===== src/hw/rtl/utv_pkg.sv =====
// Shared types, constants and lookup functions for the UTC timestamp validator.
// No dependencies.
package utv_pkg;

	localparam int unsigned TS_LEN   = 20;
	localparam int unsigned QDEPTH   = 2;

	localparam logic [4:0] POS_LAST = 5'd19;
	localparam logic [4:0] POS_SAT  = 5'd21;

	localparam logic [2:0] FLD_SEP    = 3'd0;
	localparam logic [2:0] FLD_YEAR   = 3'd1;
	localparam logic [2:0] FLD_MONTH  = 3'd2;
	localparam logic [2:0] FLD_DAY    = 3'd3;
	localparam logic [2:0] FLD_HOUR   = 3'd4;
	localparam logic [2:0] FLD_MINUTE = 3'd5;
	localparam logic [2:0] FLD_SECOND = 3'd6;

	localparam logic [7:0] CH_ZERO  = 8'h30;
	localparam logic [7:0] CH_NINE  = 8'h39;
	localparam logic [7:0] CH_DASH  = 8'h2d;
	localparam logic [7:0] CH_T     = 8'h54;
	localparam logic [7:0] CH_COLON = 8'h3a;
	localparam logic [7:0] CH_Z     = 8'h5a;

	localparam logic [6:0] MONTH_MAX  = 7'd12;
	localparam logic [6:0] HOUR_MAX   = 7'd23;
	localparam logic [6:0] MINUTE_MAX = 7'd59;
	localparam logic [6:0] SECOND_MAX = 7'd60;

	// one finished timestamp handed from front to back
	typedef struct packed {
		logic        fmt_ok;
		logic        leap;
		logic [13:0] year;
		logic [6:0]  month;
		logic [6:0]  day;
		logic [6:0]  hour;
		logic [6:0]  minute;
		logic [6:0]  second;
	} ts_rec_t;

	function automatic logic [2:0] field_code(input logic [4:0] pos);
		logic [2:0] f;
		unique case (pos)
			5'd0, 5'd1, 5'd2, 5'd3: f = FLD_YEAR;
			5'd5, 5'd6:             f = FLD_MONTH;
			5'd8, 5'd9:             f = FLD_DAY;
			5'd11, 5'd12:           f = FLD_HOUR;
			5'd14, 5'd15:           f = FLD_MINUTE;
			5'd17, 5'd18:           f = FLD_SECOND;
			default:                f = FLD_SEP;
		endcase
		return f;
	endfunction

	function automatic logic [7:0] sep_char(input logic [4:0] pos);
		logic [7:0] c;
		unique case (pos)
			5'd4, 5'd7:   c = CH_DASH;
			5'd10:        c = CH_T;
			5'd13, 5'd16: c = CH_COLON;
			default:      c = CH_Z;
		endcase
		return c;
	endfunction

	function automatic logic [6:0] push7(input logic [6:0] acc, input logic [3:0] d);
		logic [10:0] t;
		t = {1'b0, acc, 3'b000} + {3'b000, acc, 1'b0} + {7'd0, d};
		return t[6:0];
	endfunction

	function automatic logic [13:0] push14(input logic [13:0] acc, input logic [3:0] d);
		logic [17:0] t;
		t = {1'b0, acc, 3'b000} + {3'b000, acc, 1'b0} + {14'd0, d};
		return t[13:0];
	endfunction

	function automatic logic [4:0] month_days(input logic [3:0] m, input logic leap);
		logic [4:0] n;
		unique case (m)
			4'd1, 4'd3, 4'd5, 4'd7, 4'd8, 4'd10, 4'd12: n = 5'd31;
			4'd4, 4'd6, 4'd9, 4'd11:                   n = 5'd30;
			4'd2:                                      n = leap ? 5'd29 : 5'd28;
			default:                                   n = 5'd0;
		endcase
		return n;
	endfunction

endpackage


===== src/hw/rtl/utv_front.sv =====
// Front end: accepts characters, checks layout, accumulates decimal fields.
// Depends on utv_pkg.
module utv_front (
	input  logic              clk,
	input  logic              arst_n,
	input  logic              in_valid,
	input  logic [7:0]        in_char,
	input  logic              in_last,
	input  logic              q_full,
	output logic              in_ready,
	output logic              push,
	output utv_pkg::ts_rec_t  push_rec
);

	logic [4:0]  pos_q;
	logic        layout_q;
	logic [13:0] year_q;
	logic [6:0]  yhi_q, ylo_q;
	logic [6:0]  month_q, day_q, hour_q, minute_q, second_q;

	logic        accept, in_range, is_dig, upd, layout_n;
	logic [2:0]  fld;
	logic [3:0]  dig;

	assign in_ready = !q_full;
	assign accept   = in_valid && in_ready;
	assign push     = accept && in_last;

	always_comb begin
		in_range = pos_q < utv_pkg::TS_LEN[4:0];
		fld      = utv_pkg::field_code(pos_q);
		is_dig   = (in_char >= utv_pkg::CH_ZERO) && (in_char <= utv_pkg::CH_NINE);
		dig      = in_char[3:0];
		upd      = in_range && (fld != utv_pkg::FLD_SEP) && is_dig;
		layout_n = layout_q;
		if (!in_range) begin
			layout_n = 1'b0;
		end else if (fld == utv_pkg::FLD_SEP) begin
			if (in_char != utv_pkg::sep_char(pos_q))
				layout_n = 1'b0;
		end else if (!is_dig) begin
			layout_n = 1'b0;
		end
	end

	always_comb begin
		push_rec.fmt_ok = layout_n && (pos_q == utv_pkg::POS_LAST);
		// leap: last two digits divisible by 4, and century years need first two divisible by 4
		push_rec.leap   = (ylo_q[1:0] == 2'b00) && ((ylo_q != 7'd0) || (yhi_q[1:0] == 2'b00));
		push_rec.year   = year_q;
		push_rec.month  = month_q;
		push_rec.day    = day_q;
		push_rec.hour   = hour_q;
		push_rec.minute = minute_q;
		push_rec.second = second_q;
	end

	always_ff @(posedge clk or negedge arst_n) begin
		if (!arst_n) begin
			pos_q    <= '0;
			layout_q <= 1'b1;
			year_q   <= '0;
			yhi_q    <= '0;
			ylo_q    <= '0;
			month_q  <= '0;
			day_q    <= '0;
			hour_q   <= '0;
			minute_q <= '0;
			second_q <= '0;
		end else if (accept) begin
			if (in_last) begin
				pos_q    <= '0;
				layout_q <= 1'b1;
				year_q   <= '0;
				yhi_q    <= '0;
				ylo_q    <= '0;
				month_q  <= '0;
				day_q    <= '0;
				hour_q   <= '0;
				minute_q <= '0;
				second_q <= '0;
			end else begin
				if (pos_q < utv_pkg::POS_SAT)
					pos_q <= pos_q + 5'd1;
				layout_q <= layout_n;
				if (upd) begin
					unique case (fld)
						utv_pkg::FLD_YEAR: begin
							year_q <= utv_pkg::push14(year_q, dig);
							if (!pos_q[1])
								yhi_q <= utv_pkg::push7(yhi_q, dig);
							else
								ylo_q <= utv_pkg::push7(ylo_q, dig);
						end
						utv_pkg::FLD_MONTH:  month_q  <= utv_pkg::push7(month_q, dig);
						utv_pkg::FLD_DAY:    day_q    <= utv_pkg::push7(day_q, dig);
						utv_pkg::FLD_HOUR:   hour_q   <= utv_pkg::push7(hour_q, dig);
						utv_pkg::FLD_MINUTE: minute_q <= utv_pkg::push7(minute_q, dig);
						default:             second_q <= utv_pkg::push7(second_q, dig);
					endcase
				end
			end
		end
	end

endmodule


===== src/hw/rtl/utv_queue.sv =====
// Two-entry request queue between front and back.
// Depends on utv_pkg.
module utv_queue (
	input  logic              clk,
	input  logic              arst_n,
	input  logic              push,
	input  utv_pkg::ts_rec_t  push_rec,
	input  logic              pop,
	output logic              full,
	output logic              not_empty,
	output utv_pkg::ts_rec_t  head_rec
);

	localparam int unsigned PW = $clog2(utv_pkg::QDEPTH);
	localparam int unsigned CW = $clog2(utv_pkg::QDEPTH + 1);

	utv_pkg::ts_rec_t entry_q [utv_pkg::QDEPTH];
	logic [PW-1:0] wr_ptr_q, rd_ptr_q;
	logic [CW-1:0] count_q;

	assign full      = (count_q == CW'(utv_pkg::QDEPTH));
	assign not_empty = (count_q != '0);
	assign head_rec  = entry_q[rd_ptr_q];

	always_ff @(posedge clk) begin
		if (push)
			entry_q[wr_ptr_q] <= push_rec;
	end

	always_ff @(posedge clk or negedge arst_n) begin
		if (!arst_n) begin
			wr_ptr_q <= '0;
			rd_ptr_q <= '0;
			count_q  <= '0;
		end else begin
			if (push)
				wr_ptr_q <= (wr_ptr_q == PW'(utv_pkg::QDEPTH - 1)) ? '0 : wr_ptr_q + 1'b1;
			if (pop)
				rd_ptr_q <= (rd_ptr_q == PW'(utv_pkg::QDEPTH - 1)) ? '0 : rd_ptr_q + 1'b1;
			if (push && !pop)
				count_q <= count_q + 1'b1;
			else if (pop && !push)
				count_q <= count_q - 1'b1;
		end
	end

endmodule


===== src/hw/rtl/utv_back.sv =====
// Back end: range and calendar checks, result output register.
// Depends on utv_pkg.
module utv_back (
	input  logic              clk,
	input  logic              arst_n,
	input  logic              q_not_empty,
	input  utv_pkg::ts_rec_t  q_rec,
	output logic              pop,
	output logic              out_valid,
	input  logic              out_ready,
	output logic [39:0]       out_data,
	output logic              out_ok
);

	logic        out_valid_q, ok_q, ok;
	logic [39:0] data_q;
	logic [4:0]  maxd;

	assign pop       = q_not_empty && (!out_valid_q || out_ready);
	assign out_valid = out_valid_q;
	assign out_data  = data_q;
	assign out_ok    = ok_q;

	always_comb begin
		maxd = utv_pkg::month_days(q_rec.month[3:0], q_rec.leap);
		ok   = q_rec.fmt_ok
			&& (q_rec.month != 7'd0) && (q_rec.month <= utv_pkg::MONTH_MAX)
			&& (q_rec.hour <= utv_pkg::HOUR_MAX)
			&& (q_rec.minute <= utv_pkg::MINUTE_MAX)
			&& (q_rec.second <= utv_pkg::SECOND_MAX)
			&& (q_rec.day != 7'd0) && (q_rec.day <= {2'b00, maxd});
	end

	always_ff @(posedge clk or negedge arst_n) begin
		if (!arst_n) begin
			out_valid_q <= 1'b0;
		end else if (pop) begin
			out_valid_q <= 1'b1;
		end else if (out_ready) begin
			out_valid_q <= 1'b0;
		end
	end

	always_ff @(posedge clk) begin
		if (pop) begin
			ok_q <= ok;
			if (ok)
				data_q <= {q_rec.second[5:0], q_rec.minute[5:0], q_rec.hour[4:0],
					q_rec.day[4:0], q_rec.month[3:0], q_rec.year};
			else
				data_q <= '0;
		end
	end

endmodule


===== src/hw/rtl/utc_timestamp_validator_top.sv =====
// UTC timestamp validator, top level. Depends on utv_pkg, utv_front, utv_queue, utv_back.
// Throughput: one character per cycle; s_tready drops only while the queue holds two requests.
// The last character's request is written into a queue entry when accepted; the back end
// pops it and registers the result and m_tvalid once its output register is free.
// Reset: arst_n asynchronous active low; clears position, accumulators, queue pointers
// and the output valid, and sets the layout flag.
module utc_timestamp_validator_top (
	input  logic        clk,
	input  logic        arst_n,
	input  logic        s_tvalid,
	output logic        s_tready,
	input  logic [7:0]  s_tdata,   // [7:0] char_code
	input  logic        s_tlast,   // is_final
	output logic        m_tvalid,
	input  logic        m_tready,
	output logic [39:0] m_tdata,   // [13:0] year, [17:14] month, [22:18] day,
	                               // [27:23] hour, [33:28] minute, [39:34] second
	output logic        m_tuser    // [0] valid_res
);

	logic             push, pop, q_full, q_not_empty;
	utv_pkg::ts_rec_t push_rec, head_rec;

	utv_front u_front (
		.clk      (clk),
		.arst_n   (arst_n),
		.in_valid (s_tvalid),
		.in_char  (s_tdata),
		.in_last  (s_tlast),
		.q_full   (q_full),
		.in_ready (s_tready),
		.push     (push),
		.push_rec (push_rec)
	);

	utv_queue u_queue (
		.clk       (clk),
		.arst_n    (arst_n),
		.push      (push),
		.push_rec  (push_rec),
		.pop       (pop),
		.full      (q_full),
		.not_empty (q_not_empty),
		.head_rec  (head_rec)
	);

	utv_back u_back (
		.clk         (clk),
		.arst_n      (arst_n),
		.q_not_empty (q_not_empty),
		.q_rec       (head_rec),
		.pop         (pop),
		.out_valid   (m_tvalid),
		.out_ready   (m_tready),
		.out_data    (m_tdata),
		.out_ok      (m_tuser)
	);

endmodule

===== config.mk =====
export PLATFORM = sky130hd
export DESIGN_NAME = utc_timestamp_validator_top
export DESIGN_NICKNAME = d
export VERILOG_FILES = /design/src/hw/rtl/utv_pkg.sv /design/src/hw/rtl/utv_front.sv /design/src/hw/rtl/utv_queue.sv /design/src/hw/rtl/utv_back.sv /design/src/hw/rtl/utc_timestamp_validator_top.sv
export SDC_FILE = /design/constraint.sdc
export NUM_CORES = 1
export LEC_CHECK = 0
export ABC_AREA = 1
export BUFFER_PORTS_ARGS = -buffer_cell sky130_fd_sc_hd__clkbuf_2
export CAP_MARGIN = 10
export CORE_ASPECT_RATIO = 2
export CORE_MARGIN = 8
export CORE_UTILIZATION = 43
export CTS_CLUSTER_SIZE = 14
export DETAILED_ROUTE_END_ITERATION = 6
export GPL_ROUTABILITY_DRIVEN = 0
export HOLD_SLACK_MARGIN = 0.05
export SYNTH_ARGS = -nofsm -noshare
export SYNTH_HDL_FRONTEND = slang
export SYNTH_HIERARCHICAL = 1
export SYNTH_SLANG_ARGS = --single-unit

===== constraint.sdc =====
create_clock -name clk -period 3.8 [get_ports clk]
set_input_delay 1.14 -clock clk [delete_from_list [all_inputs] [get_ports clk]]
set_output_delay 1.14 -clock clk [all_outputs]
set_load 0.02 [all_outputs]

; ---- Word level (Yosys, flattened, before mapping)
; Memory sizes are Yosys's and may differ from the RTL's.
; Cells that the tools add are included.
[word_totals]
inputBits = 13
ramBits = 102
regBits = 110
rom_bits = 96
word_cells = 176
out_inout_bits = 43
memories = 2
[classes]
n_eq_ne = 27
n_addsub = 21
magnitude_cmp = 9
reduce_logical = 55
muxes = 46
[mem_list]
columns = memory, words, word_bits, read_ports, rd_clocked_by_memory_dff, wr, line_no
row1 = u_queue.entry_q, 2, 51, 1, 0, 1, utv_queue.sv:17  ; utv_pkg::ts_rec_t entry_q [utv_pkg::QDEPTH];
row2 = (name not given), 32, 3, 1, 0, 0, utv_pkg.sv:45  ; unique case (pos)
[ops]
columns = operator, n
row1 = $mux W7, 19
row2 = $add A7 B4 Y7, 6
row3 = $add A7 B7 Y7, 6
row4 = $mux W14, 3
row5 = $reduce_bool A2 Y1, 11
row6 = $pmux W7 S3, 1
row7 = $reduce_bool A7 Y1, 3
row8 = $eq A4 B4 Y1 const B, 5
row9 = $reduce_and A3 Y1, 6
row10 = $logic_and A1 B1 Y1, 17
row11 = $eq A4 B3 Y1 const B, 4
row12 = $mux W8, 2
row13 = $pmux W5 S3, 1
row14 = $add A14 B14 Y14, 1
row15 = $add A14 B4 Y14, 1
row16 = $le A7 B6 Y1 const B, 2
row17 = $mux W1, 12
row18 = $mux W2, 6
row19 = $eq A5 B3 Y1 const B, 2
row20 = $eq A5 B4 Y1 const B, 2
row21 = $eq A5 B5 Y1 const B, 2
row22 = $lt A5 B5 Y1 const B, 2
row23 = $mux W5, 2
row24 = $eq A4 B2 Y1 const B, 2
row25 = other kinds (30), 40

; ---- Logic depth before layout (Yosys ltp)
[logic_depth]
word_depth = 10
mapped_depth = 18
mapped_depth_nobuf = 15

; ---- Modules after synthesis
; Netlist, hierarchy kept.
[by_module_without_submodules]
columns = module, cells_per_inst, area_each_um2, seq_area_each_um2, n_inst
row1 = utv_front, 672, 5285.1, 1602.8, 1
row2 = utv_queue, 184, 4139.0, 3163.0, 1
row3 = utv_back, 190, 1981.9, 1256.2, 1

; ---- Least setup slack after synthesis
; OpenSTA, ideal clock, no wires.
[synth_timing]
path_type = input to register
start = input port s_tlast
end = memory u_queue/entry_q[0][0] (netlist bit), enable pin
n_path_buf = 2
setup_slack_ns = -0.876
arrival_ns = 4.217
setup_ns = 0.460
required_ns = 3.340
path_stages = 6
cell_sequence = buf_2 > clkinv_1 > clkbuf_1 > nor2_1 > inv_1 > nor2_1
[synth_between]
elab_chain_cells = 3
[synth_rtl]
columns = element, line_no
row1 = start: declaration, utc_timestamp_validator_top.sv:13  ; input logic s_tlast,
row2 = $logic_and A1 B1 Y1, utv_front.sv:27  ; assign push = accept && in_last;
row3 = via push, utc_timestamp_validator_top.sv:21  ; logic push, pop, q_full, q_not_empty;
row4 = $mux W1, utv_queue.sv:26  ; if (push)
row5 = $mux W1 (not written as such), utv_queue.sv:27  ; entry_q[wr_ptr_q] <= push_rec;
row6 = end: declaration, utv_queue.sv:17
; The timed path passes the listed nets, and every way through them passes these cells.

==> load_flow_metrics.sql <==
INSERT INTO impl_metrics (metric_group, metric, value, unit) VALUES
('run_status', 'run_status', 'finished, final reports clean', ''),
('die', 'dieHeight', '246', 'um'),
('logic_synthesis', 'yosysTopAreaCellShare', '0.376', ''),
('clocking', 'clockRootBuffer', 'sky130_fd_sc_hd__clkbuf_16', ''),
('timing', 'clock.fmax', '347', 'MHz'),
('logic_synthesis', 'ys_ff_latch', '212', ''),
('worst_setup_path', 'reg2reg_from', 'u_queue/rd_ptr_q$_DFFE_PN0P_', ''),
('worst_setup_path', 'regToRegSetupSlack', '920', 'ps'),
('timing', 'timing.max_slew.rel_slack', '0.576', ''),
('clocking', 'post_cts_repair_resize_count', '0', ''),
('worst_setup_path', 'crit_chain', 'mux2_2 -> nor2_2 -> nand2_1 -> nor2_1 -> a21oi_1 -> ha_1 -> nand2_1 -> nor2_1 -> nand2_1 -> nand2_1 -> nand2_1 -> nand3_2 -> buf_12 -> nor2_1', ''),
('global_route', 'global_route_usage_over_all_layers', '0.146', ''),
('die', 'initial_utilization', '0.436', ''),
('logic_synthesis', 'synthDistinctLibCells', '44', ''),
('global_route', 'grt.met3_usage', '0.0180', ''),
('timing', 'worst_hold_slack', '470', 'ps'),
('timing', 'timing.final.ws_setup', '919', 'ps'),
('worst_setup_path', 'critPathLaunch', 'u_queue/rd_ptr_q$_DFFE_PN0P_', ''),
('logic_synthesis', 'synth_seq_area_share', '0.528', ''),
('route', 'vias', '7261', ''),
('cells_and_area', 'layout.area.seq', '0.00602', 'sq mm'),
('timing', 'grt_setup_unrepaired', 'no', ''),
('logic_synthesis', 'synth.yosys.warnings', '6', ''),
('die', 'design.core.area', '0.0262', 'sq mm'),
('die', 'floorplan.io_pins', '56', ''),
('route', 'post_drt_via_cell_ratio', '4.94', ''),
('clocking', 'tritoncts', 'yes', ''),
('timing', 'timing.clock.skew', '15.1', 'ps'),
('worst_hold_path', 'hold_path.startpoint', 'u_front/yhi_q[1]$_DFFE_PN0P_', ''),
('power_and_ir_drop', 'power-per-cell-area', '757', 'mW/mm^2'),
('placement', 'numPortBuffers', '55', ''),
('cells_and_area', 'fillCellCount', '2420', ''),
('logic_synthesis', 'synth_top_cells_by_area', 'sky130_fd_sc_hd__edfxtp_1, sky130_fd_sc_hd__dfrtp_1, sky130_fd_sc_hd__ha_1', ''),
('global_route', 'globalRouteOverflowTotal', '0', ''),
('timing', 'finalWorstPathRequiredPeriod', '2880', 'ps'),
('logic_synthesis', 'avgSynthCellArea', '10.9', 'sq um'),
('global_route', 'global_route_wire_length_before_repair', '38100', 'um'),
('worst_setup_path', 'setup.worst_path.end_class', 'register', ''),
('cells_and_area', 'area_occupied_by_multi_input_gates', '0.00465', 'sq mm'),
('logic_synthesis', 'yosys.area.top_type', 'sky130_fd_sc_hd__edfxtp_1', ''),
('worst_setup_path', 'arrival', '3130', 'ps'),
('timing', 'timing.final.crit_share', '0.758', ''),
('flow_run', 'reported_max_cap_violation_count', '0', ''),
('route', 'detail_route.wirelength', '23000', 'um'),
('logic_synthesis', 'synth_fp_nets', '1156', ''),
('global_route', 'global_route.usage.met2', '0.302', ''),
('cells_and_area', 'areaGrowthSynthToFinish', '10.8', '%'),
('worst_setup_path', 'criticalPathCategory', 'reg2reg', ''),
('die', 'dieWidth', '131', 'um'),
('clocking', 'post-cts-setup-buffers', '0', ''),
('worst_setup_path', 'required', '4050', 'ps'),
('clocking', 'clk-insertion-delay-late', '500', 'ps'),
('clocking', 'worst_setup_hold_path_clk_slew', '60', 'ps'),
('worst_setup_path', 'worstPathBufferInverterCount', '1', ''),
('timing', 'final-setup-viol-count', '0', ''),
('placement', 'place_hpwl', '16600', 'um'),
('power_and_ir_drop', 'total_leakage_power', '5.76', 'nW'),
('clocking', 'ctsHoldBuffers', '0', ''),
('timing', 'finalMaxSlewViolations', '0', ''),
('clocking', 'cts_num_sinks', '212', ''),
('clocking', 'cts_inserted_buffers', '20', ''),
('logic_synthesis', 'dominantRegCellSynth', 'sky130_fd_sc_hd__edfxtp_1', ''),
('route', 'detail_route.drc_violations', '0', ''),
('route', 'detailedRoute.firstPassIterationCount', '4', ''),
('route', 'detail-route-antenna-nets', '0', ''),
('die', 'die_area', '0.0323', 'sq mm'),
('timing', 'hold_viol', '0', ''),
('worst_setup_path', 'worst_path_max_delay_cell', 'sky130_fd_sc_hd__dfrtp_2', ''),
('power_and_ir_drop', 'vdd.ir_drop.worst', '0.303', 'mV'),
('worst_setup_path', 'setup.worst_path.start_class', 'register', ''),
('placement', 'post_placement_setup_slack', '430', 'ps');
==> area by class of cell <==
| class | count | share of cell area |
|---|---|---|
| timing repair buffer | 70 | 0.0337 |
| tap | 344 | 0.0341 |
| clock inverter | 5 | 0.00228 |
| inverter | 136 | 0.0404 |
| multi-input combinational | 672 | 0.368 |
| clock buffer | 30 | 0.0450 |
| sequential | 212 | 0.477 |
==> power breakdown <==
group | total (mW) | switching (mW) | leakage (nW) | internal, mW
Clock | 1.87 | 0.834 | 0.289 | 1.04
Sequential | 3.83 | 0.519 | 2.27 | 3.31
Combinational | 3.86 | 2.28 | 3.21 | 1.58
==> flip-flops by register name, summed over array words and instances, names as in the netlist, 2 cells and up <==
signal	count
u_queue/count_q	2
u_front/year_q	14
u_front/second_q	7
u_front/hour_q	7
u_front/minute_q	7
u_front/ylo_q	7
u_front/month_q	7
u_front/pos_q	5
u_front/day_q	7
u_queue/entry_q	102
u_front/yhi_q	2
u_back/out_data	40
==> cells by family after synthesis <==
family                     after synthesis  share of synthesized area
AOI/OAI and AO/OA                      124                     0.0592
xor gates and xnor gates                27                     0.0207
adders and majority gates               97                      0.116
buffers and inverters                  162                     0.0658
DFF                                    212                      0.528
muxes                                   51                     0.0665
and+or+nand+nor                        373                      0.144
==> worst reg2reg max path, cell delays in order, from the launching register on <==
cell                      delay (ps)
sky130_fd_sc_hd__dfrtp_2         490
sky130_fd_sc_hd__mux2_2          430
sky130_fd_sc_hd__nor2_2          140
sky130_fd_sc_hd__nand2_1         100
sky130_fd_sc_hd__nor2_1          130
sky130_fd_sc_hd__a21oi_1         120
sky130_fd_sc_hd__ha_1            340
sky130_fd_sc_hd__nand2_1          60
sky130_fd_sc_hd__nor2_1          170
sky130_fd_sc_hd__nand2_1          80
sky130_fd_sc_hd__nand2_1          60
sky130_fd_sc_hd__nand2_1          90
sky130_fd_sc_hd__nand3_2          90
sky130_fd_sc_hd__buf_12          260
sky130_fd_sc_hd__nor2_1          100
==> Yosys cell counts (2+ instances only) <==
cell type / n
sky130_fd_sc_hd__o21bai_1: 2
sky130_fd_sc_hd__nor3_1: 6
sky130_fd_sc_hd__o22ai_1: 2
sky130_fd_sc_hd__nand3_2: 3
sky130_fd_sc_hd__mux2_2: 2
sky130_fd_sc_hd__inv_1: 128
sky130_fd_sc_hd__inv_2: 6
sky130_fd_sc_hd__o31ai_1: 5
sky130_fd_sc_hd__nor2_1: 69
sky130_fd_sc_hd__a21oi_1: 36
sky130_fd_sc_hd__nor2_4: 2
sky130_fd_sc_hd__o21ai_1: 44
sky130_fd_sc_hd__clkbuf_1: 4
sky130_fd_sc_hd__o211ai_1: 2
sky130_fd_sc_hd__buf_4: 4
sky130_fd_sc_hd__fa_1: 14
sky130_fd_sc_hd__nor2_2: 19
sky130_fd_sc_hd__nand2_1: 199
sky130_fd_sc_hd__edfxtp_1: 143
sky130_fd_sc_hd__o21ai_0: 22
sky130_fd_sc_hd__buf_6: 5
sky130_fd_sc_hd__mux2_4: 49
sky130_fd_sc_hd__xor2_1: 16
sky130_fd_sc_hd__clkinv_1: 2
sky130_fd_sc_hd__nand3_1: 40
sky130_fd_sc_hd__nand4_1: 11
sky130_fd_sc_hd__ha_1: 83
sky130_fd_sc_hd__or2_2: 11
sky130_fd_sc_hd__nand3b_1: 2
sky130_fd_sc_hd__buf_2: 7
sky130_fd_sc_hd__nand2_2: 8
sky130_fd_sc_hd__dfrtp_1: 68
sky130_fd_sc_hd__a31oi_1: 7
sky130_fd_sc_hd__buf_12: 5
sky130_fd_sc_hd__xnor2_1: 11
==> layer usage <==
layer  wire (um)  vias up  part of all wire
met4         955        0             0.041
met3         652       51             0.028
met5           0        -                 0
met2       13400       98              0.58
li1            -     3638                 -
met1        8000     3474              0.35
==> layout by cell type (no fill, tap or decap), types with 11 or more instances in the layout <==
| cell type | Yosys | routed |
|---|---|---|
| sky130_fd_sc_hd__nand2_1 | 199 | 199 |
| sky130_fd_sc_hd__edfxtp_1 | 143 | 143 |
| sky130_fd_sc_hd__inv_1 | 128 | 127 |
| sky130_fd_sc_hd__ha_1 | 83 | 83 |
| sky130_fd_sc_hd__nor2_1 | 69 | 68 |
| sky130_fd_sc_hd__dfrtp_1 | 68 | 67 |
| sky130_fd_sc_hd__clkbuf_2 | 0 | 54 |
| sky130_fd_sc_hd__mux2_4 | 49 | 49 |
| sky130_fd_sc_hd__o21ai_1 | 44 | 44 |
| sky130_fd_sc_hd__nand3_1 | 40 | 40 |
| sky130_fd_sc_hd__a21oi_1 | 36 | 35 |
| sky130_fd_sc_hd__o21ai_0 | 22 | 22 |
| sky130_fd_sc_hd__clkbuf_16 | 0 | 21 |
| sky130_fd_sc_hd__nor2_2 | 19 | 19 |
| sky130_fd_sc_hd__xor2_1 | 16 | 16 |
| sky130_fd_sc_hd__fa_1 | 14 | 14 |
| sky130_fd_sc_hd__buf_4 | 4 | 12 |
| sky130_fd_sc_hd__nand4_1 | 11 | 11 |
| sky130_fd_sc_hd__or2_2 | 11 | 11 |
| sky130_fd_sc_hd__xnor2_1 | 11 | 11 |
==> path summary, 6_finish.rpt <==
check | end | cells after the start
max in group asynchronous | u_queue/rd_ptr_q$_DFFE_PN0P_ | 2
min reg2reg | u_front/yhi_q[1]$_DFFE_PN0P_ | 2
min | u_front/yhi_q[1]$_DFFE_PN0P_ | 2
max reg2reg | u_back/out_data[2]$_SDFFCE_PN0P_ | 14
max | u_back/out_data[2]$_SDFFCE_PN0P_ | 14
min in group asynchronous | u_front/hour_q[5]$_DFFE_PN0P_ | 2
==> per-stage QoR <==
step | util | instances | total power [mW] | area [sq um]
final | 0.483 | 1469 | 9.57 | 12600
after global routing | 0.483 | 1469 | 10.4 | 12600
after CTS | 0.483 | 1469 | 9.69 | 12600
after detailed placement | 0.460 | 1434 | 7.79 | 12000
after global placement | 0.460 | 1434 | 7.67 | 12000
after floorplan | - | 1046 | 6.84 | 11400
Note: power is estimated with default switching activity, not from simulation.
